`src/sv/peak_hold_frequency_tracker_defines.svh`:
```
// Assertion macros for the peak-hold frequency tracker.
// Needs nothing else; taken in by files that carry concurrent assertions.
`ifndef PEAK_HOLD_FREQUENCY_TRACKER_DEFINES_SVH
`define PEAK_HOLD_FREQUENCY_TRACKER_DEFINES_SVH

// Same-cycle implication, checked at every rising edge outside reset.
`define PHFT_ASSERT_SAME(label, clk_sig, rstn_sig, ante, cons) \
    label: assert property (@(posedge clk_sig) disable iff (!rstn_sig) \
        (ante) |-> (cons)) else $error("phft: assertion failed");

// Next-cycle implication, checked at every rising edge outside reset.
`define PHFT_ASSERT_NEXT(label, clk_sig, rstn_sig, ante, cons) \
    label: assert property (@(posedge clk_sig) disable iff (!rstn_sig) \
        (ante) |=> (cons)) else $error("phft: assertion failed");

`endif

```
`src/sv/phft_pkg.sv`:
```
// Package for the peak-hold frequency tracker: widths, reset values and result codes.
// Depends on nothing; used by peak_hold_frequency_tracker.
`default_nettype none

package phft_pkg;

    // Fraction bits of the frequency filter.
    localparam int FRAC_BITS = 8;

    localparam int FREQ_W   = 30;
    localparam int RSSI_W   = 9;
    localparam int HOLD_W   = 6;
    localparam int HZ_W     = 24;
    localparam int GAIN_W   = 9;
    localparam int FILT_W   = FREQ_W + FRAC_BITS;
    localparam int PROD_W   = FILT_W + GAIN_W;
    localparam int CFG_W    = 24;
    localparam int CFG_IDX_W = 3;

    // Gain is in 1/256 units.
    localparam int GAIN_SHIFT = 8;
    localparam logic [GAIN_W-1:0] GAIN_MAX = GAIN_W'(256);

    // Configuration register indexes.
    localparam logic [CFG_IDX_W-1:0] REG_RSSI_THRESHOLD = 3'd0;
    localparam logic [CFG_IDX_W-1:0] REG_HOLD_RELOAD    = 3'd1;
    localparam logic [CFG_IDX_W-1:0] REG_JUMP_HZ        = 3'd2;
    localparam logic [CFG_IDX_W-1:0] REG_FINE_OFFSET_HZ = 3'd3;
    localparam logic [CFG_IDX_W-1:0] REG_FAST_GAIN      = 3'd4;
    localparam logic [CFG_IDX_W-1:0] REG_SLOW_GAIN      = 3'd5;

    // Reset values of the configuration registers.
    localparam logic signed [RSSI_W-1:0] THRESHOLD_RESET = -9'sd180;
    localparam logic [HOLD_W-1:0]        HOLD_RESET      = 6'd20;
    localparam logic [HZ_W-1:0]          JUMP_RESET      = 24'd500000;
    localparam logic [HZ_W-1:0]          OFFSET_RESET    = 24'd500000;
    localparam logic [GAIN_W-1:0]        FAST_GAIN_RESET = 9'd230;
    localparam logic [GAIN_W-1:0]        SLOW_GAIN_RESET = 9'd8;

    // Held peak strength after reset and after every sweep end.
    localparam logic signed [RSSI_W-1:0] RSSI_FLOOR = -9'sd254;

    // Result kinds.
    typedef enum logic [1:0] {
        KIND_FINE_REQ = 2'd0,
        KIND_FOUND    = 2'd1,
        KIND_NONE     = 2'd2
    } kind_t;

endpackage

`default_nettype wire

```
`src/sv/peak_hold_frequency_tracker.sv`:
```
// Peak-hold frequency tracker top level: input register, peak and filter logic, result register.
// Depends on phft_pkg and peak_hold_frequency_tracker_defines.svh.
//
//  Channel   Handshake                Payload
//  -------   ----------------------   ---------------------------------------------------
//  in        in_valid / in_stall      frequency_hz, rssi_half_db, sweep_end, fine_pass
//  out       out_valid / out_stall    kind, result_frequency_hz, result_rssi_half_db
//  cfg       cfg_write                cfg_index, cfg_data
//
// An item is held in the input register and its result, if any, is registered in the result
// register when the item leaves: one item per cycle sustained while no result is held stalled.
// The filter update is combinational (subtract, compare, 38 x 9 multiply, add).
// Reset clears all control and tracking state and loads the register defaults.
// An item that gives a result waits in the input register while a result is held stalled;
// items that give no result keep flowing.
`default_nettype none

`include "peak_hold_frequency_tracker_defines.svh"

module peak_hold_frequency_tracker
(
    input  wire logic                                clk,
    input  wire logic                                rst_n,

    input  wire logic                                in_valid,
    output      logic                                in_stall,
    input  wire logic [phft_pkg::FREQ_W-1:0]         frequency_hz,
    input  wire logic signed [phft_pkg::RSSI_W-1:0]  rssi_half_db,
    input  wire logic                                sweep_end,
    input  wire logic                                fine_pass,

    output      logic                                out_valid,
    input  wire logic                                out_stall,
    output      logic [1:0]                          kind,
    output      logic [phft_pkg::FREQ_W-1:0]         result_frequency_hz,
    output      logic signed [phft_pkg::RSSI_W-1:0]  result_rssi_half_db,

    input  wire logic                                cfg_write,
    input  wire logic [phft_pkg::CFG_IDX_W-1:0]      cfg_index,
    input  wire logic [phft_pkg::CFG_W-1:0]          cfg_data
);

    // Configuration registers.
    logic signed [phft_pkg::RSSI_W-1:0] threshold_reg;
    logic [phft_pkg::HOLD_W-1:0]        hold_reload_reg;
    logic [phft_pkg::HZ_W-1:0]          jump_reg;
    logic [phft_pkg::HZ_W-1:0]          offset_reg;
    logic [phft_pkg::GAIN_W-1:0]        fast_gain_reg;
    logic [phft_pkg::GAIN_W-1:0]        slow_gain_reg;

    // Input register.
    logic                               in_valid_reg;
    logic [phft_pkg::FREQ_W-1:0]        freq_in_reg;
    logic signed [phft_pkg::RSSI_W-1:0] rssi_in_reg;
    logic                               end_in_reg;
    logic                               fine_in_reg;

    // Tracking state.
    logic signed [phft_pkg::RSSI_W-1:0] best_rssi_reg;
    logic signed [phft_pkg::RSSI_W-1:0] best_rssi_next;
    logic [phft_pkg::FREQ_W-1:0]        best_freq_reg;
    logic [phft_pkg::FREQ_W-1:0]        best_freq_next;
    logic [phft_pkg::HOLD_W-1:0]        hold_left_reg;
    logic [phft_pkg::HOLD_W-1:0]        hold_left_next;
    logic [phft_pkg::FILT_W-1:0]        filt_reg;
    logic [phft_pkg::FILT_W-1:0]        filt_next;

    // Result register.
    logic                               out_valid_reg;
    phft_pkg::kind_t                    kind_reg;
    phft_pkg::kind_t                    kind_next;
    logic [phft_pkg::FREQ_W-1:0]        res_freq_reg;
    logic [phft_pkg::FREQ_W-1:0]        res_freq_next;
    logic signed [phft_pkg::RSSI_W-1:0] res_rssi_reg;
    logic signed [phft_pkg::RSSI_W-1:0] res_rssi_next;

    // Processing signals.
    logic                               in_take;
    logic                               advance;
    logic                               produce;
    logic                               above;
    logic signed [phft_pkg::RSSI_W-1:0] peak_rssi;
    logic [phft_pkg::FREQ_W-1:0]        peak_freq;
    logic [phft_pkg::FILT_W-1:0]        target;
    logic                               neg;
    logic [phft_pkg::FILT_W-1:0]        mag;
    logic [phft_pkg::FILT_W-1:0]        jump_ext;
    logic [phft_pkg::GAIN_W-1:0]        gain_raw;
    logic [phft_pkg::GAIN_W-1:0]        gain;
    logic [phft_pkg::PROD_W-1:0]        prod;
    logic [phft_pkg::PROD_W-1:0]        prod_round;
    logic [phft_pkg::FILT_W-1:0]        step;
    logic [phft_pkg::FILT_W-1:0]        filt_upd;

    // Configuration writes.
    always_ff @(posedge clk or negedge rst_n)
    begin
        if (!rst_n)
        begin
            threshold_reg   <= phft_pkg::THRESHOLD_RESET;
            hold_reload_reg <= phft_pkg::HOLD_RESET;
            jump_reg        <= phft_pkg::JUMP_RESET;
            offset_reg      <= phft_pkg::OFFSET_RESET;
            fast_gain_reg   <= phft_pkg::FAST_GAIN_RESET;
            slow_gain_reg   <= phft_pkg::SLOW_GAIN_RESET;
        end
        else if (cfg_write)
        begin
            unique case (cfg_index)
                phft_pkg::REG_RSSI_THRESHOLD:
                    threshold_reg <= signed'(cfg_data[phft_pkg::RSSI_W-1:0]);
                phft_pkg::REG_HOLD_RELOAD:
                    hold_reload_reg <= cfg_data[phft_pkg::HOLD_W-1:0];
                phft_pkg::REG_JUMP_HZ:
                    jump_reg <= cfg_data[phft_pkg::HZ_W-1:0];
                phft_pkg::REG_FINE_OFFSET_HZ:
                    offset_reg <= cfg_data[phft_pkg::HZ_W-1:0];
                phft_pkg::REG_FAST_GAIN:
                    fast_gain_reg <= cfg_data[phft_pkg::GAIN_W-1:0];
                phft_pkg::REG_SLOW_GAIN:
                    slow_gain_reg <= cfg_data[phft_pkg::GAIN_W-1:0];
                default:
                begin
                end
            endcase
        end
    end

    // Handshake: an item leaves the input register unless its result meets a stalled one.
    assign advance  = !produce || !out_valid_reg || !out_stall;
    assign in_stall = in_valid_reg && !advance;
    assign in_take  = in_valid && !in_stall;

    always_ff @(posedge clk or negedge rst_n)
    begin
        if (!rst_n)
        begin
            in_valid_reg <= 1'b0;
        end
        else if (in_take)
        begin
            in_valid_reg <= 1'b1;
        end
        else if (advance)
        begin
            in_valid_reg <= 1'b0;
        end
    end

    always_ff @(posedge clk)
    begin
        if (in_take)
        begin
            freq_in_reg <= frequency_hz;
            rssi_in_reg <= rssi_half_db;
            end_in_reg  <= sweep_end;
            fine_in_reg <= fine_pass;
        end
    end

    // Peak selection: the held peak is replaced only by a strictly stronger item.
    always_comb
    begin
        if (rssi_in_reg > best_rssi_reg)
        begin
            peak_rssi = rssi_in_reg;
            peak_freq = freq_in_reg;
        end
        else
        begin
            peak_rssi = best_rssi_reg;
            peak_freq = best_freq_reg;
        end
    end

    assign above = peak_rssi > threshold_reg;

    // Filter error term and gain choice.
    assign target   = {peak_freq, {phft_pkg::FRAC_BITS{1'b0}}};
    assign neg      = target < filt_reg;
    assign mag      = neg ? (filt_reg - target) : (target - filt_reg);
    assign jump_ext = phft_pkg::FILT_W'({jump_reg, {phft_pkg::FRAC_BITS{1'b0}}});
    assign gain_raw = (mag > jump_ext) ? fast_gain_reg : slow_gain_reg;
    assign gain     = (gain_raw > phft_pkg::GAIN_MAX) ? phft_pkg::GAIN_MAX : gain_raw;

    // Step is the floored product: a downward step rounds its magnitude up.
    assign prod       = phft_pkg::PROD_W'(mag) * phft_pkg::PROD_W'(gain);
    assign prod_round = neg ? (prod + phft_pkg::PROD_W'(255)) : prod;
    assign step       = prod_round[phft_pkg::GAIN_SHIFT +: phft_pkg::FILT_W];
    assign filt_upd   = (filt_reg == '0) ? target
                      : (neg ? (filt_reg - step) : (filt_reg + step));

    // Next state and result for the item in the input register.
    always_comb
    begin
        best_rssi_next = best_rssi_reg;
        best_freq_next = best_freq_reg;
        hold_left_next = hold_left_reg;
        filt_next      = filt_reg;
        produce        = 1'b0;
        kind_next      = phft_pkg::KIND_NONE;
        res_freq_next  = '0;
        res_rssi_next  = '0;

        if (in_valid_reg)
        begin
            if (!end_in_reg)
            begin
                best_rssi_next = peak_rssi;
                best_freq_next = peak_freq;
            end
            else
            begin
                best_rssi_next = phft_pkg::RSSI_FLOOR;
                best_freq_next = '0;
                priority if (!fine_in_reg && above)
                begin
                    // Coarse sweep found something: ask for a fine sweep below it.
                    produce       = 1'b1;
                    kind_next     = phft_pkg::KIND_FINE_REQ;
                    res_freq_next = (peak_freq > phft_pkg::FREQ_W'(offset_reg))
                                  ? (peak_freq - phft_pkg::FREQ_W'(offset_reg)) : '0;
                end
                else if (above)
                begin
                    produce        = 1'b1;
                    hold_left_next = hold_reload_reg;
                    filt_next      = filt_upd;
                    kind_next      = phft_pkg::KIND_FOUND;
                    res_freq_next  = filt_upd[phft_pkg::FRAC_BITS +: phft_pkg::FREQ_W];
                    res_rssi_next  = peak_rssi;
                end
                else if (hold_left_reg != '0)
                begin
                    hold_left_next = hold_left_reg - 1'b1;
                end
                else
                begin
                    produce   = 1'b1;
                    filt_next = '0;
                    kind_next = phft_pkg::KIND_NONE;
                end
            end
        end
    end

    // Tracking state moves only when the item leaves the input register.
    always_ff @(posedge clk or negedge rst_n)
    begin
        if (!rst_n)
        begin
            best_rssi_reg <= phft_pkg::RSSI_FLOOR;
            best_freq_reg <= '0;
            hold_left_reg <= '0;
            filt_reg      <= '0;
        end
        else if (in_valid_reg && advance)
        begin
            best_rssi_reg <= best_rssi_next;
            best_freq_reg <= best_freq_next;
            hold_left_reg <= hold_left_next;
            filt_reg      <= filt_next;
        end
    end

    // Result register.
    always_ff @(posedge clk or negedge rst_n)
    begin
        if (!rst_n)
        begin
            out_valid_reg <= 1'b0;
        end
        else if (in_valid_reg && advance && produce)
        begin
            out_valid_reg <= 1'b1;
        end
        else if (!out_stall)
        begin
            out_valid_reg <= 1'b0;
        end
    end

    always_ff @(posedge clk)
    begin
        if (in_valid_reg && advance && produce)
        begin
            kind_reg     <= kind_next;
            res_freq_reg <= res_freq_next;
            res_rssi_reg <= res_rssi_next;
        end
    end

    assign out_valid           = out_valid_reg;
    assign kind                = kind_reg;
    assign result_frequency_hz = res_freq_reg;
    assign result_rssi_half_db = res_rssi_reg;

    // The input side only waits behind a stalled result.
    `PHFT_ASSERT_SAME(a_stall_cause, clk, rst_n, in_stall, out_valid_reg && out_stall)

    // Every sweep end that leaves the input register clears the held peak.
    `PHFT_ASSERT_NEXT(a_peak_cleared, clk, rst_n, in_valid_reg && advance && end_in_reg,
        best_rssi_reg == phft_pkg::RSSI_FLOOR && best_freq_reg == '0)

    // The filter returns to zero only together with a result that reports frequency zero,
    // either nothing found or a peak found at zero hertz.
    `PHFT_ASSERT_SAME(a_filter_clear, clk, rst_n, filt_reg == '0 && $past(filt_reg) != '0,
        out_valid_reg && res_freq_reg == '0)

endmodule

`default_nettype wire
```
`config.mk`:
```
export PLATFORM = sky130hd
export DESIGN_NAME = peak_hold_frequency_tracker
export DESIGN_NICKNAME = d
export VERILOG_FILES = /design/src/sv/phft_pkg.sv /design/src/sv/peak_hold_frequency_tracker.sv
export VERILOG_INCLUDE_DIRS = /design/src /design/src/sv
export SDC_FILE = /design/constraint.sdc
export NUM_CORES = 2
export LEC_CHECK = 0
export ABC_AREA = 1
export BUFFER_PORTS_ARGS = -buffer_cell sky130_fd_sc_hd__buf_2
export CORE_MARGIN = 3
export CORE_UTILIZATION = 50
export CTS_CLUSTER_DIAMETER = 50
export CTS_CLUSTER_SIZE = 8
export DETAILED_ROUTE_END_ITERATION = 10
export GPL_ROUTABILITY_DRIVEN = 1
export GPL_TIMING_DRIVEN = 1
export PLACE_DENSITY = 0.69
export SYNTH_ARGS = -nofsm -noshare
export SYNTH_HDL_FRONTEND = slang
export SYNTH_SLANG_ARGS = --single-unit
export TNS_END_PERCENT = 30
```
`constraint.sdc`:
```
create_clock -name clk -period 16.85 [get_ports clk]
set_clock_uncertainty 0.15 [all_clocks]
set_input_delay 0 -clock clk [delete_from_list [all_inputs] [get_ports clk]]
set_output_delay 0 -clock clk [all_outputs]
set_load 0.01 [all_outputs]
```
==> results.rst <==
.. list-table::
   :header-rows: 1

   * - Metric
     - Value
   * - Kind of critical path
     - flop to flop
   * - Highest net fanout along the worst path
     - 11
   * - Largest register FFs
     - 38
   * - EDFF count, synth
     - around 80
   * - Fin crit share
     - ~96%
   * - Endpoints failing setup
     - 0
   * - Die area
     - 65900 sq um
   * - Gate count of the mapped netlist
     - 4420
   * - Minimum clock period after layout
     - between 15 and 20 ns
   * - Netlist Area Pre-Place
     - between 30000 and 40000 sq um
   * - Number of vias per cell
     - 5.54
   * - Clock tree from TritonCTS
     - built
   * - Congestion Overflow GR
     - 0
   * - Slowest CP cell
     - fa_1
   * - CP endpoint
     - result_frequency_hz[29]
   * - Final worst hold slack
     - -0.0605 ns
   * - Type of element capturing the critical path
     - flop
   * - Std-Cell Core Area
     - between 60000 and 70000 sq um
   * - Wire length of the first global-routing pass
     - ~170 mm
   * - Worst R2R Setup Slack
     - approximately 0.65 ns
   * - Least-Margin Pin Slew
     - 1.11 ns
   * - Share of the yosys chip area belonging to registers
     - between 20% and 30%
   * - Timing-limited maximum frequency
     - roughly 62 MHz
   * - Largest net degree at the start of global routing
     - 97
   * - Cell chosen for the clock root
     - clkbuf_16
   * - Share of flip-flops with an asynchronous set or reset
     - between 60% and 70%
   * - Number of buffers added by the clock tree synthesis step
     - 40
   * - Post-synthesis to final-layout area growth
     - 20.0%
   * - Flop and latch count out of synthesis
     - 248
   * - Overall routing resource usage
     - around 34%
   * - Number of violations reported at the end of detailed-routing iteration 0
     - 3470
   * - Initial antenna violation count
     - 2
   * - Synthesis Warnings
     - 0
   * - Most frequent CP cell
     - nand2_1
   * - Startpoint of the most critical setup path
     - best_rssi_reg[1]
   * - Most frequent cells in the layout
     - nand2_1, inv_1, nor2_1, fa_1, o21ai_0
   * - Num ports
     - around 120
   * - Clock transition time at the flip-flop clock pins of the worst setup and hold paths
     - roughly 0.05 ns
   * - Insertion delay of the later-clocked pin in the worst-skew pair
     - about 0.58 ns
   * - Average routed wire per standard cell
     - ~20 um
   * - Via count of the first global-routing pass
     - 30600
   * - Utilization after layout
     - roughly 61%
   * - Worst slew slack as a fraction of its limit
     - 25.5%
   * - Min-delay worst type
     - input port to async pin
   * - RR Startpoint
     - best_rssi_reg[1]
   * - Category of the worst setup path launch point
     - flop
   * - Remaining routing DRC violations
     - 0
   * - Most instantiated flip-flop cell in the synthesis netlist
     - dfrtp_1
   * - Effective utilization at floorplan
     - between 50% and 60%
   * - # port buffers
     - 115
   * - Final Hold Fails
     - 8
   * - Net count of the mapped netlist
     - around 5000
   * - Hpwl dp
     - roughly 91 mm
   * - Run status
     - finished with violations
   * - # rows
     - 91
   * - CP peak stage delay
     - 0.56 ns
   * - Total Nets Final
     - roughly 5400
   * - Detailed-route wire length
     - 115 mm
   * - Total number of H-tree levels
     - 2
   * - Leading cell type in the layout, fill and taps excluded
     - nand2_1
   * - DR vias
     - roughly 32000
   * - Die extent in y
     - roughly 260 um
   * - Number of pins exceeding their max-slew limit in the final report
     - 0
   * - Path depth of the worst reg2reg path
     - between 90 and 100
   * - Post-synthesis cell type count
     - 63
   * - Number of sinks handled by clock tree synthesis
     - around 250
   * - Violations in the final reports
     - hold timing
   * - Proportion of layout cells with a drive suffix above 1
     - between 10% and 20%
   * - Capture instance of the worst register-to-register path
     - result_frequency_hz[29]
   * - Critical path required time
     - between 15 and 20 ns
   * - Arrival time of the worst setup path
     - around 16 ns
   * - Antenna viol nets, final
     - 0
   * - Final weighted congestion of routability-driven global placement
     - approximately 1.1
   * - Mean instance size in the synthesized netlist
     - slightly above 7 sq um
   * - Deepest clock path buffer count
     - 3
   * - X dimension of the die
     - around 260 um
   * - Detailed-router iteration count before antenna repair
     - 6
   * - Count of max-cap constraint violations
     - 0
-- timing repair --
action / 4_1_cts / 5_1_grt
gates resized for setup: 8 / 227
buffers inserted: 1 / 35
endpoints found under the hold margin: 260 / 0
hold buffers: 112 / 0
gates cloned: 0 / 10
pin swaps: 1 / 39
setup endpoints to repair: 4 / 47
-- stage by stage --
step	cell area (sq um)	setup TNS (ns)	setup slack [ns]	instances
2_1_floorplan	31400	0	0.795	4420
3_3_place_gp	34100	0	0.190	5457
3_5_place_dp	34100	-0.140	-0.127	5457
4_1_cts	36400	0	0.0893	5644
5_1_grt	37700	-0.869	-0.213	5691
6_report	37700	0	0.648	5691
-- cell type report --
| class | instances | area, sq um |
|---|---|---|
| diodes | 2 | 5.00 |
| clock buffers | 65 | 1100 |
| clock inverters | 9 | 108 |
| fillers | 5701 | 24200 |
| inverters | 870 | 3290 |
| multi-input cells | 3208 | 22000 |
| flip-flops and latches | 248 | 6650 |
| well taps | 837 | 1050 |
| repair buffers | 450 | 3540 |
| repair inverters | 2 | 12.5 |
-- kinds of logic (layout without fill, tap and decap cells) --
family                     after synthesis  count (layout)  share of synthesized area [%]
AOI/OAI and AO/OA                      686             686                           12.4
xor gates and xnor gates               170             170                           4.76
adders and majority gates              486             486                           25.4
buffers and inverters                  967            1396                           11.7
DFF                                    248             248                           21.2
muxes                                    3               3                         0.0956
other                                    0               2                              0
and+or+nand+nor                       1860            1863                           24.5
-- per-layer routing --
metal	vias to the layer above	global-route usage [%]	part of all wire, %
met5	-	0	0
met4	0	18.1	6.7
met3	316	5.16	8.7
met2	1612	54.5	45
met1	14900	44.3	40
li1	14700	-	-
-- critical path: cells and delay by family, from the launching register on --
family / cells / cell delay (ns)
xor+xnor: 3 / 0.72
simple gates: 47 / 5.50
buf+inv: 18 / 2.04
flops: 1 / 0.51
fa+ha+maj: 9 / 3.81
compound gates: 19 / 3.27
-- cells in the mapped netlist (5+ instances only) --
cell / n / area (sq um)
nand2_4: 5 / 56.3
nand2_2: 21 / 131
nand3b_1: 7 / 52.6
o21ai_1: 14 / 70.1
nor4_1: 12 / 75.1
a21oi_2: 5 / 43.8
clkbuf_1: 85 / 319
nand4_1: 41 / 257
a31oi_1: 13 / 81.3
clkinv_1: 8 / 30.0
or2_2: 10 / 62.6
inv_1: 844 / 3170
dfrtp_1: 138 / 3450
o22ai_1: 20 / 125
o21a_1: 11 / 82.6
o21ai_0: 283 / 1420
a21o_1: 9 / 67.6
ha_1: 231 / 2890
o31ai_1: 44 / 330
nor2_2: 22 / 138
o221ai_1: 12 / 105
nor3_1: 34 / 170
nand3_2: 11 / 110
o211ai_1: 21 / 158
fa_1: 255 / 5100
inv_2: 17 / 63.8
nand3_1: 148 / 741
xnor2_1: 60 / 526
xor2_1: 109 / 955
edfxtp_1: 82 / 2460
nor2_1: 410 / 1540
dfstp_2: 28 / 736
a21boi_0: 6 / 45.0
a21oi_1: 212 / 1060
nand2_1: 1125 / 4220
o32ai_1: 5 / 43.8
o21bai_1: 14 / 105
buf_1: 5 / 18.8
-- worst min path at each step --
stage                      from          endpoint  slack (ns)  cells after the start
after floorplan           rst_n  best_freq_reg[0]       -0.45                      0
after global routing      rst_n         out_valid        0.04                      2
final                     rst_n         out_valid       -0.06                      2
after global placement    rst_n         out_valid        0.03                      1
after detailed placement  rst_n         out_valid        0.02                      1
after CTS                 rst_n  threshold_reg[4]        0.01                      2
Power is not shown: default switching activity piles up to over one toggle a cycle in this logic, so the estimate is an artifact.
